--- config.mk ---
export PLATFORM = sky130hd
export DESIGN_NAME = aecb_ctrl
export DESIGN_NICKNAME = d
export VERILOG_FILES = /design/src/rtl/core/aecb_pkg.sv /design/src/rtl/core/aecb_ctrl.sv
export SDC_FILE = /design/constraint.sdc
export NUM_CORES = 1
export LEC_CHECK = 0
export BUFFER_PORTS_ARGS = -buffer_cell sky130_fd_sc_hd__buf_2
export CAP_MARGIN = 0
export CORE_MARGIN = 2
export CORE_UTILIZATION = 33
export CTS_CLUSTER_SIZE = 28
export DETAILED_ROUTE_END_ITERATION = 16
export GPL_TIMING_DRIVEN = 0
export PLACE_DENSITY = 0.65
export SLEW_MARGIN = 20
export SYNTH_ARGS = -nofsm -noshare
export SYNTH_HDL_FRONTEND = slang
export SYNTH_SLANG_ARGS = --single-unit
--- constraint.sdc ---
create_clock -name aclk -period 2.9 [get_ports aclk]
set_clock_uncertainty 0.15 [all_clocks]
set_input_delay 0.58 -clock aclk [delete_from_list [all_inputs] [get_ports aclk]]
set_output_delay 0.58 -clock aclk [all_outputs]
set_load 0.01 [all_outputs]
--- src/rtl/core/aecb_pkg.sv ---
package aecb_pkg;

    localparam int MAX_SIDE_DEF = 64;
    localparam int PIX_W        = 32;
    localparam int CHAN_W       = 8;
    localparam int COORD_W      = 6;
    localparam int CFG_W        = 7;
    localparam int CFG_IDX_W    = 1;

    localparam logic [CFG_IDX_W-1:0] REG_IMAGE_WIDTH  = 1'b0;
    localparam logic [CFG_IDX_W-1:0] REG_IMAGE_HEIGHT = 1'b1;
    localparam logic [CFG_W-1:0]     CFG_SIDE_RESET   = 7'd64;

    localparam logic FUNC_WRITE = 1'b0;
    localparam logic FUNC_READ  = 1'b1;

    // Fetch order of a read: center first, then the four neighbors.
    typedef enum logic [2:0] {
        SLOT_C  = 3'd0,
        SLOT_XM = 3'd1,
        SLOT_XP = 3'd2,
        SLOT_YM = 3'd3,
        SLOT_YP = 3'd4
    } slot_t;

    typedef struct packed {
        logic  load_item;
        logic  rd_en;
        slot_t rd_slot;
        logic  cap_en;
        slot_t cap_slot;
        logic  load_out;
    } cmd_t;

    typedef struct packed {
        logic need_fetch;
    } stat_t;

endpackage

--- src/rtl/core/aecb_ctrl.sv ---
module aecb_ctrl (
    input  logic           aclk,
    input  logic           aresetn,
    input  logic           s_valid,
    output logic           s_ready,
    output logic           m_valid,
    input  logic           m_ready,
    input  aecb_pkg::stat_t stat,
    output aecb_pkg::cmd_t  cmd
);

    typedef enum logic [2:0] {
        ST_IDLE  = 3'b001,
        ST_FETCH = 3'b010,
        ST_HOLD  = 3'b100
    } state_t;

    localparam logic [2:0] STEP_LAST = 3'd5;

    state_t     state_reg, state_next;
    logic [2:0] step_reg, step_next;
    logic       out_valid_reg, out_valid_next;
    logic       accept;
    logic       load_out;

    assign s_ready = (state_reg == ST_IDLE);
    assign accept  = s_valid && s_ready;
    assign m_valid = out_valid_reg;
    assign load_out = (state_reg == ST_HOLD) && (!out_valid_reg || m_ready);

    always_comb begin
        state_next = state_reg;
        step_next  = step_reg;
        unique case (state_reg)
            ST_IDLE: begin
                step_next = '0;
                if (accept) begin
                    state_next = stat.need_fetch ? ST_FETCH : ST_HOLD;
                end
            end
            ST_FETCH: begin
                step_next = step_reg + 3'd1;
                if (step_reg == STEP_LAST) begin
                    state_next = ST_HOLD;
                end
            end
            ST_HOLD: begin
                if (load_out) begin
                    state_next = ST_IDLE;
                end
            end
            default: begin
                state_next = ST_IDLE;
            end
        endcase
    end

    always_comb begin
        out_valid_next = out_valid_reg;
        if (load_out) begin
            out_valid_next = 1'b1;
        end else if (m_ready) begin
            out_valid_next = 1'b0;
        end
    end

    // Read issue at steps 0..4, capture of the registered data at steps 1..5.
    always_comb begin
        cmd.load_item = accept;
        cmd.load_out  = load_out;
        cmd.rd_en     = (state_reg == ST_FETCH) && (step_reg != STEP_LAST);
        cmd.cap_en    = (state_reg == ST_FETCH) && (step_reg != 3'd0);
        case (step_reg)
            3'd0:    cmd.rd_slot = aecb_pkg::SLOT_C;
            3'd1:    cmd.rd_slot = aecb_pkg::SLOT_XM;
            3'd2:    cmd.rd_slot = aecb_pkg::SLOT_XP;
            3'd3:    cmd.rd_slot = aecb_pkg::SLOT_YM;
            default: cmd.rd_slot = aecb_pkg::SLOT_YP;
        endcase
        case (step_reg)
            3'd2:    cmd.cap_slot = aecb_pkg::SLOT_XM;
            3'd3:    cmd.cap_slot = aecb_pkg::SLOT_XP;
            3'd4:    cmd.cap_slot = aecb_pkg::SLOT_YM;
            3'd5:    cmd.cap_slot = aecb_pkg::SLOT_YP;
            default: cmd.cap_slot = aecb_pkg::SLOT_C;
        endcase
    end

    always_ff @(posedge aclk) begin
        if (!aresetn) begin
            state_reg     <= ST_IDLE;
            step_reg      <= '0;
            out_valid_reg <= 1'b0;
        end else begin
            state_reg     <= state_next;
            step_reg      <= step_next;
            out_valid_reg <= out_valid_next;
        end
    end

endmodule

Yosys cells after proc, flatten, opt, wreduce, memory -nomap -nowiden
Index checks and enable logic that the tools add are counted.
Operators by class
  $add $sub $neg: 1
  multipliers: 0
  divide/modulo/power cells: 0
  order comparisons: 0
  equality and inequality tests: 12
  shift operators: 0
  mux-type cells: 10
  bitwise logic cells: 0
  reductions and logical operators: 11
Operators with widths (number)
  3-bit case mux with 4 select lines: 2
  3-bit two-way mux: 4
  3-bit by 2-bit == test with 1-bit output (second input constant): 3
  3-bit == test (second input constant): 3
  3-bit case mux with 3 select lines: 1
  3-bit by 1-bit == test with 1-bit output (second input constant): 2
  3-bit case mux with 2 select lines: 1
  1-bit logical AND: 4
  2-bit inequality test (second input constant): 2
  2-bit nonzero test: 2
  3-bit by 1-bit adder with 3-bit output (second input constant): 1
  3-bit zero test: 1
  3-bit inequality test (second input constant): 1
  3-bit AND reduction: 1
  3-bit nonzero test: 1
  1-bit two-way mux: 2
  2-bit by 1-bit inequality test with 1-bit output (second input constant): 1
  1-bit zero test: 1
  1-bit logical OR: 1
Storage, ports and cells
  flip-flop bits (word level): 7
  latch bits: 0
  bits in writable memories: 0
  memory bits (read-only): 0
  bits of input ports: 5
  output and inout bits: 12
  memories kept: 0

Logic depth before layout (Yosys ltp)
Gate-level depths: netlist of the first run.
  depth after elaboration: 5
  gate-level depth with buffers: 6
  depth with buffers taken out: 5

Least setup slack after synthesis of the first run
Ideal clock, no wire load.
  kind: register to output
  start point: register step_reg[2]
  end point: output cmd[7] (netlist name)
  arrival: 1189 ps
  data required time: 2170 ps
  slack: 981 ps
  stages on the path, launching flop included: 6
  cells stage by stage: dfxtp_1 > clkbuf_1 > inv_1 > ha_1 > nand2b_1 > nor2_1
RTL lines
  start, declared: line aecb_ctrl.sv:21  | logic [2:0] step_reg, step_next;
  start signal, assigned: line aecb_ctrl.sv:96  | step_reg <= step_next;
  end, declared: line aecb_ctrl.sv:9  | output aecb_pkg::cmd_t cmd

==> results by group, run 1 <==
GRT
  • Initial antenna violation count: 0
  • Global-route wire length before repair: 1840 um
  • Largest net degree at the start of global routing: 11
  • Gr ovfl total: 0
  • GRT Total Usage: 12.5%
  • Vias in the first global route: 461

Status
  • Outcome: finished clean

Layout
  • Fin nets: 106
  • FILL cells: 165
  • Util after Layout: 44.3%
  • Commonest non-fill, non-tap cell in the layout: buf_2
  • Layout cells sized above 1: 25.3%
  • Most frequent cells in the layout: buf_2 (18), nand2_1 (10), nor2_1 (7), dfxtp_1 (7)
  • Antenna diodes: 0
  • Area Overhead vs Synth: 22.4%

Place
  • Placement Setup Slack: 0.834 ns
  • Final Wtd Congestion: 0.719
  • Hpwl dp: 931 um
  • Port bufs: 16

Setup path
  • Flop-to-flop setup slack: 1.30 ns
  • CP cell instances: clkbuf_1 -> inv_1 -> ha_1 -> nand2b_1 -> nor2_1 -> buf_2
  • CP Capture Type: primary output
  • Kind of critical path: register to primary output
  • Worst path max stage delay: 0.30 ns
  • Largest fanout on the critical path: 9
  • Slowest stage cell, crit path: dfxtp_1
  • Critical Path AT: 1.54 ns
  • Worst setup SP type: register
  • Critical path required time: 2.17 ns

Synth
  • Dominant synthesized flop cell: dfxtp_1
  • Synth Instances: 75
  • #FFs+latches synth: 7
  • Area leader, netlist: dfxtp_1
  • Syn Std Cell Area: 564 sq um
  • EDFF count, synth: 0
  • Synth top area cells: dfxtp_1 (25%), ha_1 (11%), nand2_1 (6.7%)
  • Syn_nets: 85
  • Syn_area_per_cell: 7.52 sq um
  • Yosys top cell area share: 24.8%
  • Synth cell types: 29
  • Yosys warning count: 0
  • Sequential cell area fraction in the yosys report: 24.8%
  • FFs w/ async S/R, synth: 0%

Timing
  • Relative slew margins: 73.8%
  • WHS: 0.372 ns
  • Fin Setup TNS: 0 ns
  • # setup viols final: 0
  • Final hold violations: 0
  • Final min period: 2.27 ns
  • Fin. max-slew vios: 0
  • Fmax: 0.441 GHz
  • Slew of the pin with the lowest slew margin: 0.393 ns
  • Period utilisation layout: 78.2%
  • Unrepaired setup endpoints after global routing: no
  • Final worst slack: 0.632 ns

Clock network
  • Setup Buffers After CTS: 0
  • CTS tree: built
  • CTS max path bufs: 2
  • Hold buffer count at CTS: 0
  • Num CTS Buffers: 3
  • Worst-path clk slew: 0.05 ns
  • Resize count post-CTS: 0
  • Clk_lat worst skew: 0.25 ns
  • H-tree depth: 1
  • Root Buffer: clkbuf_4
  • Clock sinks: 7

Detailed routing
  • DRC viols: 0
  • Via count: 561
  • Iter 0 DRT Violations: 8
  • Vias/cell: 5.05
  • Post-Route WL: 1170 um
  • Routed len/inst: 10.5 um
  • Post-route ant nets: 0
  • DR pass1 iterations: 4

Pwr
  • P_leak: 0.000338 uW
  • Power density cells: 359 nW/um^2
  • Maximum vdd drop: 0.215 mV

Floorplan
  • Core Rows: 14
  • Chip height: 45.4 um
  • DIE WIDTH: 45.4 um
  • Die Area: 2060 sq um
  • Initial Util: 36.2%
  • Ports: 17
  • Area of the core: 1560 sq um

Worst hold path
  • Worst hold path type: register to register

Job
  • Max cap viols: 0
-- logic make-up after synthesis --
family                   after synthesis  synth area share [%]
AND/OR/NAND/NOR                       37                  36.4
AO/OA/AOI/OAI                         14                  16.9
buffers and inverters                 11                  9.09
flip-flops                             7                  24.8
adder cells (fa/ha/maj)                5                  11.1
multiplexers                           1                  1.77
-- metrics by stage --
stage | power, uW | cells | instance area (sq um)
after floorplan | 145 | 75 | 564
after global placement | 161 | 107 | 664
after detailed placement | 161 | 107 | 664
after CTS | 252 | 111 | 691
after global routing | 264 | 111 | 691
final | 248 | 111 | 691
-- metal layers --
layer | GRT usage (%) | routed length (um) | part of all wire [%]
met2 | 20.3 | 548 | 47
met1 | 15.3 | 571 | 49
met5 | 0 | 0 | 0
met3 | 2.40 | 46 | 3.9
met4 | 7.06 | 0 | 0
-- Yosys cell counts (3+ instances only) --
| library cell | count |
|---|---|
| nand2_1 | 10 |
| dfxtp_1 | 7 |
| nor2_1 | 7 |
| ha_1 | 5 |
| inv_1 | 5 |
| a21boi_0 | 4 |
| o21ai_0 | 4 |
| nand2b_1 | 3 |
| nor3b_1 | 3 |
-- report_power, final --
group / total, uW / leakage, uW / switching, uW / internal [uW]
sequential: 105 / 0.0000569 / 4.92 / 100
combinational: 53.5 / 0.000266 / 27.8 / 25.7
clock: 88.9 / 0.0000150 / 36.3 / 52.5
total: 248 / 0.000338 / 69.1 / 179
-- worst max-delay path: cells and delay by family (launching register included) --
kind / cells / cell delay, ns
AND/OR/NAND/NOR: 2 / 0.24
buffers and inverters: 3 / 0.53
flip-flops: 1 / 0.30
adder cells (fa/ha/maj): 1 / 0.22
-- layout make-up --
cell class / count / area [sq um] / share of cell area [%]
multi-input cells: 57 / 373 / 54.0
flip-flops and latches: 7 / 140 / 20.3
repair buffers: 16 / 80.1 / 11.6
plain buffers: 6 / 32.5 / 4.71
clock buffers: 4 / 26.3 / 3.80
well taps: 16 / 20.0 / 2.90
inverters: 5 / 18.8 / 2.72
-- final timing paths --
path / startpoint / endpoint / cells past startpoint
max: step_reg[2]$_SDFFE_PN0P_ / cmd[7] / 6
min: m_valid$_SDFFE_PN0P_ / m_valid$_SDFFE_PN0P_ / 2
max reg2reg: step_reg[2]$_SDFFE_PN0P_ / step_reg[2]$_SDFFE_PN0P_ / 6
min reg2reg: m_valid$_SDFFE_PN0P_ / m_valid$_SDFFE_PN0P_ / 2
Power figures use the tool's default switching activity.
==> run 2, diff against run 1 <==
- ABC_AREA: default -> 1
- PLACE_DENSITY: 0.65 -> 0.67
- clock period: 2.9 -> 2.1 ns (I/O delays scaled with it)
==> results by group, run 2 <==
Status
  • Outcome: finished clean

Timing
  • WHS: 0.235 ns (-0.137 ns)
  • Relative slew margins: 87.4% (+14 points)
  • Period utilisation layout: 93.1%
  • Fmax: 0.511 GHz
  • Fin. max-slew vios: 0 (unchanged)
  • Slew of the pin with the lowest slew margin: 0.189 ns (-0.204 ns)
  • Final worst slack: 0.145 ns (-0.487 ns)
  • Unrepaired setup endpoints after global routing: no
  • Fin Setup TNS: 0 ns (unchanged)
  • Final hold violations: 0 (unchanged)
  • # setup viols final: 0 (unchanged)
  • Final min period: 1.96 ns

GRT
  • Vias in the first global route: 436 (-5.4%)
  • Initial antenna violation count: 0 (unchanged)
  • Largest net degree at the start of global routing: 7 (-4)
  • GRT Total Usage: 12.4% (-0.078 points)
  • Gr ovfl total: 0 (unchanged)
  • Global-route wire length before repair: 1630 um (-12%)

Floorplan
  • DIE WIDTH: 42.3 um (-6.7%)
  • Die Area: 1790 sq um (-13%)
  • Chip height: 42.3 um (-6.7%)
  • Area of the core: 1330 sq um (-14%)
  • Ports: 17 (unchanged)
  • Core Rows: 13 (-1)
  • Initial Util: 36.3% (+0.11 points)

Clock network
  • CTS tree: built
  • Worst-path clk slew: 0.05 ns (about the same)
  • Clock sinks: 7 (unchanged)
  • Root Buffer: clkbuf_4
  • Clk_lat worst skew: 0.25 ns (about the same)
  • Num CTS Buffers: 3 (unchanged)
  • CTS max path bufs: 2 (unchanged)
  • H-tree depth: 1 (unchanged)
  • Hold buffer count at CTS: 0 (unchanged)

Layout
  • Area Overhead vs Synth: 28.4%
  • FILL cells: 136 (-18%)
  • Antenna diodes: 0 (unchanged)
  • Layout cells sized above 1: 34.8% (+9.5 points)
  • Commonest non-fill, non-tap cell in the layout: buf_2
  • Area of the multi-input gates: 277 sq um (-26%)
  • Most frequent cells in the layout: buf_2 (16), inv_1 (12), nand2_1 (11)
  • Fin nets: 103 (-2.8%)
  • Register area: 141 sq um (+0.89%)

Setup path
  • Critical path required time: 1.53 ns (-0.64 ns)
  • Worst setup SP type: register
  • CP Capture Type: primary output
  • Critical Path AT: 1.39 ns (-0.15 ns)
  • Kind of critical path: register to primary output
  • Largest fanout on the critical path: 5 (-4)

Job
  • Max cap viols: 0 (unchanged)

Synth
  • FFs w/ async S/R, synth: 0% (unchanged)
  • Syn_area_per_cell: 6.82 sq um (-9.4%)
  • Syn_nets: 81 (-4.7%)
  • Synth top area cells: dfxtp_1 (29%), ha_1 (13%), inv_1 (9.3%)
  • Area leader, netlist: dfxtp_1
  • Dominant synthesized flop cell: dfxtp_1
  • Synth Instances: 71 (-5.3%)
  • Synth cell types: 16 (-45%)
  • Sequential cell area fraction in the yosys report: 28.9% (+4.1 points)
  • #FFs+latches synth: 7 (unchanged)
  • Top-count cell post-synth: inv_1
  • Yosys top cell area share: 28.9% (+4.1 points)
  • Synth top cells by count: inv_1 (12), nand2_1 (11), nor2_1 (10), dfxtp_1 (7)
  • Syn Std Cell Area: 484 sq um (-14%)
  • EDFF count, synth: 0 (unchanged)
  • Yosys warning count: 0 (unchanged)

Pwr
  • Maximum vdd drop: 0.418 mV (+95%)
  • P_leak: 0.000360 uW (+6.6%)
  • Pwr Total: 387 uW (+56%)
  • Power density cells: 623 nW/um^2 (+74%)

Detailed routing
  • Post-Route WL: 982 um (-16%)
  • Vias/cell: 4.50 (-11%)
  • Iter 0 DRT Violations: 5 (-3)
  • DR pass1 iterations: 4 (unchanged)
  • Post-route ant nets: 0 (unchanged)
  • Routed len/inst: 9.18 um (-13%)
  • DRC viols: 0 (unchanged)
  • Via count: 481 (-14%)

Place
  • Final Wtd Congestion: 0.795 (+10%)
  • Port bufs: 16 (unchanged)
  • Hpwl dp: 816 um (-12%)
  • Placement Setup Slack: 0.376 ns (-0.457 ns)

Worst hold path
  • Worst hold path type: primary input to register
## run 2: changes by cell type after synthesis, sizes merged, moves of 3 or more
cell | previous run | this run
and2 | 3 | 0
nand2b | 3 | 0
nand3 | 1 | 7
a21boi | 4 | 0
nor3b | 3 | 0
a21oi | 2 | 6
inv | 5 | 15
nor2 | 7 | 11
## run 2: area by class of cell
| cell class | count | share of cell area (%) |
|---|---|---|
| Timing Repair Buffer | 17 | 14.1 |
| Buffer | 2 | 2.41 |
| Clock buffer | 4 | 4.23 |
| Sequential cell | 7 | 22.7 |
| Inverter | 15 | 9.05 |
| Tap cell | 15 | 3.02 |
| Multi-Input combinational cell | 47 | 44.5 |
## run 2: per-layer routing
layer  global-route usage [%]  up-vias  wire length [um]
met2                     20.0       10               486
met5                        0        -                 0
met4                     5.63        0                14
met1                     13.4      202               427
li1                         -      267                 -
met3                     6.47        2                54
## run 2: cell families (layout without fill, tap and decap cells)
logic type	count (synthesis)	in the layout	synth area share (%)
flip-flops	7	7	28.9
adder cells (fa/ha/maj)	5	5	12.9
AO/OA/AOI/OAI	10	10	11.6
AND/OR/NAND/NOR	32	32	31.8
buffers and inverters	17	38	14.7
## run 2: stage by stage
stage / cells / utilization, % / cell area, sq um
global placement: 102 / 43.7 / 583
CTS: 106 / 45.7 / 609
global route: 107 / 46.6 / 622
detailed placement: 102 / 43.7 / 583
finish: 107 / 46.6 / 622
floorplan: 71 / - / 484
## run 2: final timing paths
check / depth (start not counted) / slack, ns / from / end
setup / recovery: 6 / 0.14 / step_reg[0]$_SDFFE_PN0P_ / cmd[7]
hold / removal: 2 / 0.24 / aresetn / state_reg[0]$_SDFFE_PN1P_
setup reg to reg: 7 / 0.59 / step_reg[1]$_SDFFE_PN0P_ / state_reg[0]$_SDFFE_PN1P_
hold reg to reg: 2 / 0.35 / step_reg[1]$_SDFFE_PN0P_ / step_reg[1]$_SDFFE_PN0P_
## run 2: what timing repair did
action | CTS | global route
endpoints found under the setup margin | 0 | 2
gates resized for setup | 0 | 2
setup buffers | 0 | 1
## run 2: report_power, final
group | internal, uW | switching, uW | total [uW] | leakage, uW
combinational | 45.3 | 68.4 | 114 | 0.000288
clock | 72.3 | 46.2 | 118 | 0.0000150
sequential | 144 | 11.1 | 155 | 0.0000576
## run 2: critical path, stage by stage (launching register included)
cell	delay (ns)
dfxtp_1	0.34
ha_1	0.23
ha_1	0.19
a21oi_2	0.12
inv_1	0.07
nor2_1	0.07
buf_2	0.13
==> run 3, diff against run 2 <==
--- a/constraint.sdc
+++ b/constraint.sdc
@@ -3,3 +3,3 @@
 set_input_delay 0.42 -clock aclk [delete_from_list [all_inputs] [get_ports aclk]]
 set_output_delay 0.42 -clock aclk [all_outputs]
-set_load 0.01 [all_outputs]
+set_load 0.05 [all_outputs]
==> results by group, run 3 (synthesis results as in run 2) <==
Status
  • Outcome: finished clean

Floorplan
  • Core Rows: 13 (unchanged)
  • Die Area: 1790 sq um (unchanged)
  • Chip height: 42.3 um (unchanged)
  • Ports: 17 (unchanged)
  • DIE WIDTH: 42.3 um (unchanged)
  • Initial Util: 36.3% (unchanged)
  • Area of the core: 1330 sq um (unchanged)

Layout
  • Most frequent cells in the layout: buf_2 (14), inv_1 (12), nand2_1 (11)
  • Util after Layout: 48.0% (+1.4 points)
  • Layout cells sized above 1: 38.0% (+3.3 points)
  • Antenna diodes: 0 (unchanged)
  • Area Overhead vs Synth: 32.3%
  • Commonest non-fill, non-tap cell in the layout: buf_2
  • Fin nets: 103 (unchanged)

Clock network
  • Clk_lat worst skew: 0.26 ns (about the same)
  • H-tree depth: 1 (unchanged)
  • CTS max path bufs: 2 (unchanged)
  • CTS tree: built
  • Clock sinks: 7 (unchanged)
  • Worst-path clk slew: 0.05 ns (about the same)
  • Root Buffer: clkbuf_4
  • Hold buffer count at CTS: 0 (unchanged)
  • Num CTS Buffers: 3 (unchanged)

Pwr
  • Maximum vdd drop: 0.331 mV (-21%)
  • P_leak: 0.000361 uW (+0.21%)
  • Power density cells: 690 nW/um^2 (+11%)
  • Pwr Total: 442 uW (+14%)

GRT
  • Gr ovfl total: 0 (unchanged)
  • Largest net degree at the start of global routing: 7 (unchanged)
  • Global-route wire length before repair: 1500 um (-8.0%)
  • Initial antenna violation count: 0 (unchanged)
  • GRT Total Usage: 11.3% (-1.1 points)
  • Vias in the first global route: 390 (-11%)

Timing
  • Final worst slack: 0.0692 ns (-0.0757 ns)
  • Fin. max-slew vios: 0 (unchanged)
  • Fin Setup TNS: 0 ns (unchanged)
  • Fmax: 0.492 GHz (-3.7%)
  • Period utilisation layout: 96.7% (+3.6 points)
  • Relative slew margins: 83.0% (-4.3 points)
  • Slew of the pin with the lowest slew margin: 0.256 ns (+0.0675 ns)
  • # setup viols final: 0 (unchanged)
  • Final min period: 2.03 ns (+0.0757 ns)
  • Final hold violations: 0 (unchanged)

Setup path
  • Critical path required time: 1.53 ns (about the same)
  • CP Capture Type: primary output
  • Critical Path AT: 1.46 ns (+0.07 ns)
  • Kind of critical path: register to primary output
  • Worst setup SP type: register
  • Largest fanout on the critical path: 5 (unchanged)

Place
  • Hpwl dp: 799 um (-2.0%)
  • Port bufs: 16 (unchanged)
  • Placement Setup Slack: 0.198 ns (-0.178 ns)
  • Final Wtd Congestion: 0.731 (-8.0%)

Detailed routing
  • Via count: 500 (+4.0%)
  • DR pass1 iterations: 4 (unchanged)
  • DRC viols: 0 (unchanged)
  • Iter 0 DRT Violations: 6 (+1)
  • Vias/cell: 4.67 (+4.0%)
  • Post-route ant nets: 0 (unchanged)
  • Post-Route WL: 988 um (+0.61%)
  • Routed len/inst: 9.23 um (+0.61%)

Job
  • Max cap viols: 0 (unchanged)

Worst hold path
  • Worst hold path type: primary input to register
run 3: cell counts in the layout (fill, tap and decap cells not counted):
Identical to the previous run, type by type.
run 3: stage by stage:
| step | hold slack, ns | cell area, sq um | instances |
|---|---|---|---|
| final | 0.240 | 641 | 107 |
| after global routing | 0.240 | 641 | 107 |
| after CTS | 0.239 | 626 | 106 |
| after detailed placement | 0.351 | 591 | 102 |
| after global placement | 0.342 | 591 | 102 |
| after floorplan | 0.313 | 492 | 71 |
run 3: worst max-delay path, cell delays in order (launching register included):
cell	delay, ns
dfxtp_2	0.34
ha_1	0.21
ha_1	0.20
a21oi_2	0.13
inv_1	0.09
nor2_4	0.08
buf_6	0.16
run 3: path summary, 6_finish.rpt:
| path | startpoint | end | slack, ns | cells past startpoint |
|---|---|---|---|---|
| setup reg to reg | step_reg[1]$_SDFFE_PN0P_ | state_reg[0]$_SDFFE_PN1P_ | 0.65 | 7 |
| hold / removal | aresetn | state_reg[0]$_SDFFE_PN1P_ | 0.24 | 2 |
| setup / recovery | step_reg[0]$_SDFFE_PN0P_ | cmd[7] | 0.07 | 6 |
| hold reg to reg | step_reg[0]$_SDFFE_PN0P_ | step_reg[0]$_SDFFE_PN0P_ | 0.33 | 1 |
run 3: area by class of cell:
class / count / area [sq um]
plain buffers: 2 / 15.0
clock buffers: 4 / 26.3
fillers: 142 / 693
inverters: 15 / 56.3
multi-input cells: 47 / 284
flip-flops and latches: 7 / 144
well taps: 15 / 18.8
repair buffers: 17 / 96.3
run 3: what timing repair did:
action	CTS	global route
pin swaps	0	0
cloned	0	0
setup endpoints to repair	2	5
setup buffers	0	1
resized for setup	3	4
run 3: metal layers:
metal  share of wire (%)  track usage [%]  vias up
met1                  44             12.3      223
met5                   0                0        -
met4                 3.6             11.3        0
li1                    -                -      263
met2                  49             18.5        9
met3                 2.5             1.29        5
run 3: power by group:
group          leakage (uW)  switching, uW  internal (uW)
clock             0.0000150           54.8           72.8
combinational      0.000287            112           47.1
sequential        0.0000586           11.7            144
total              0.000361            178            264
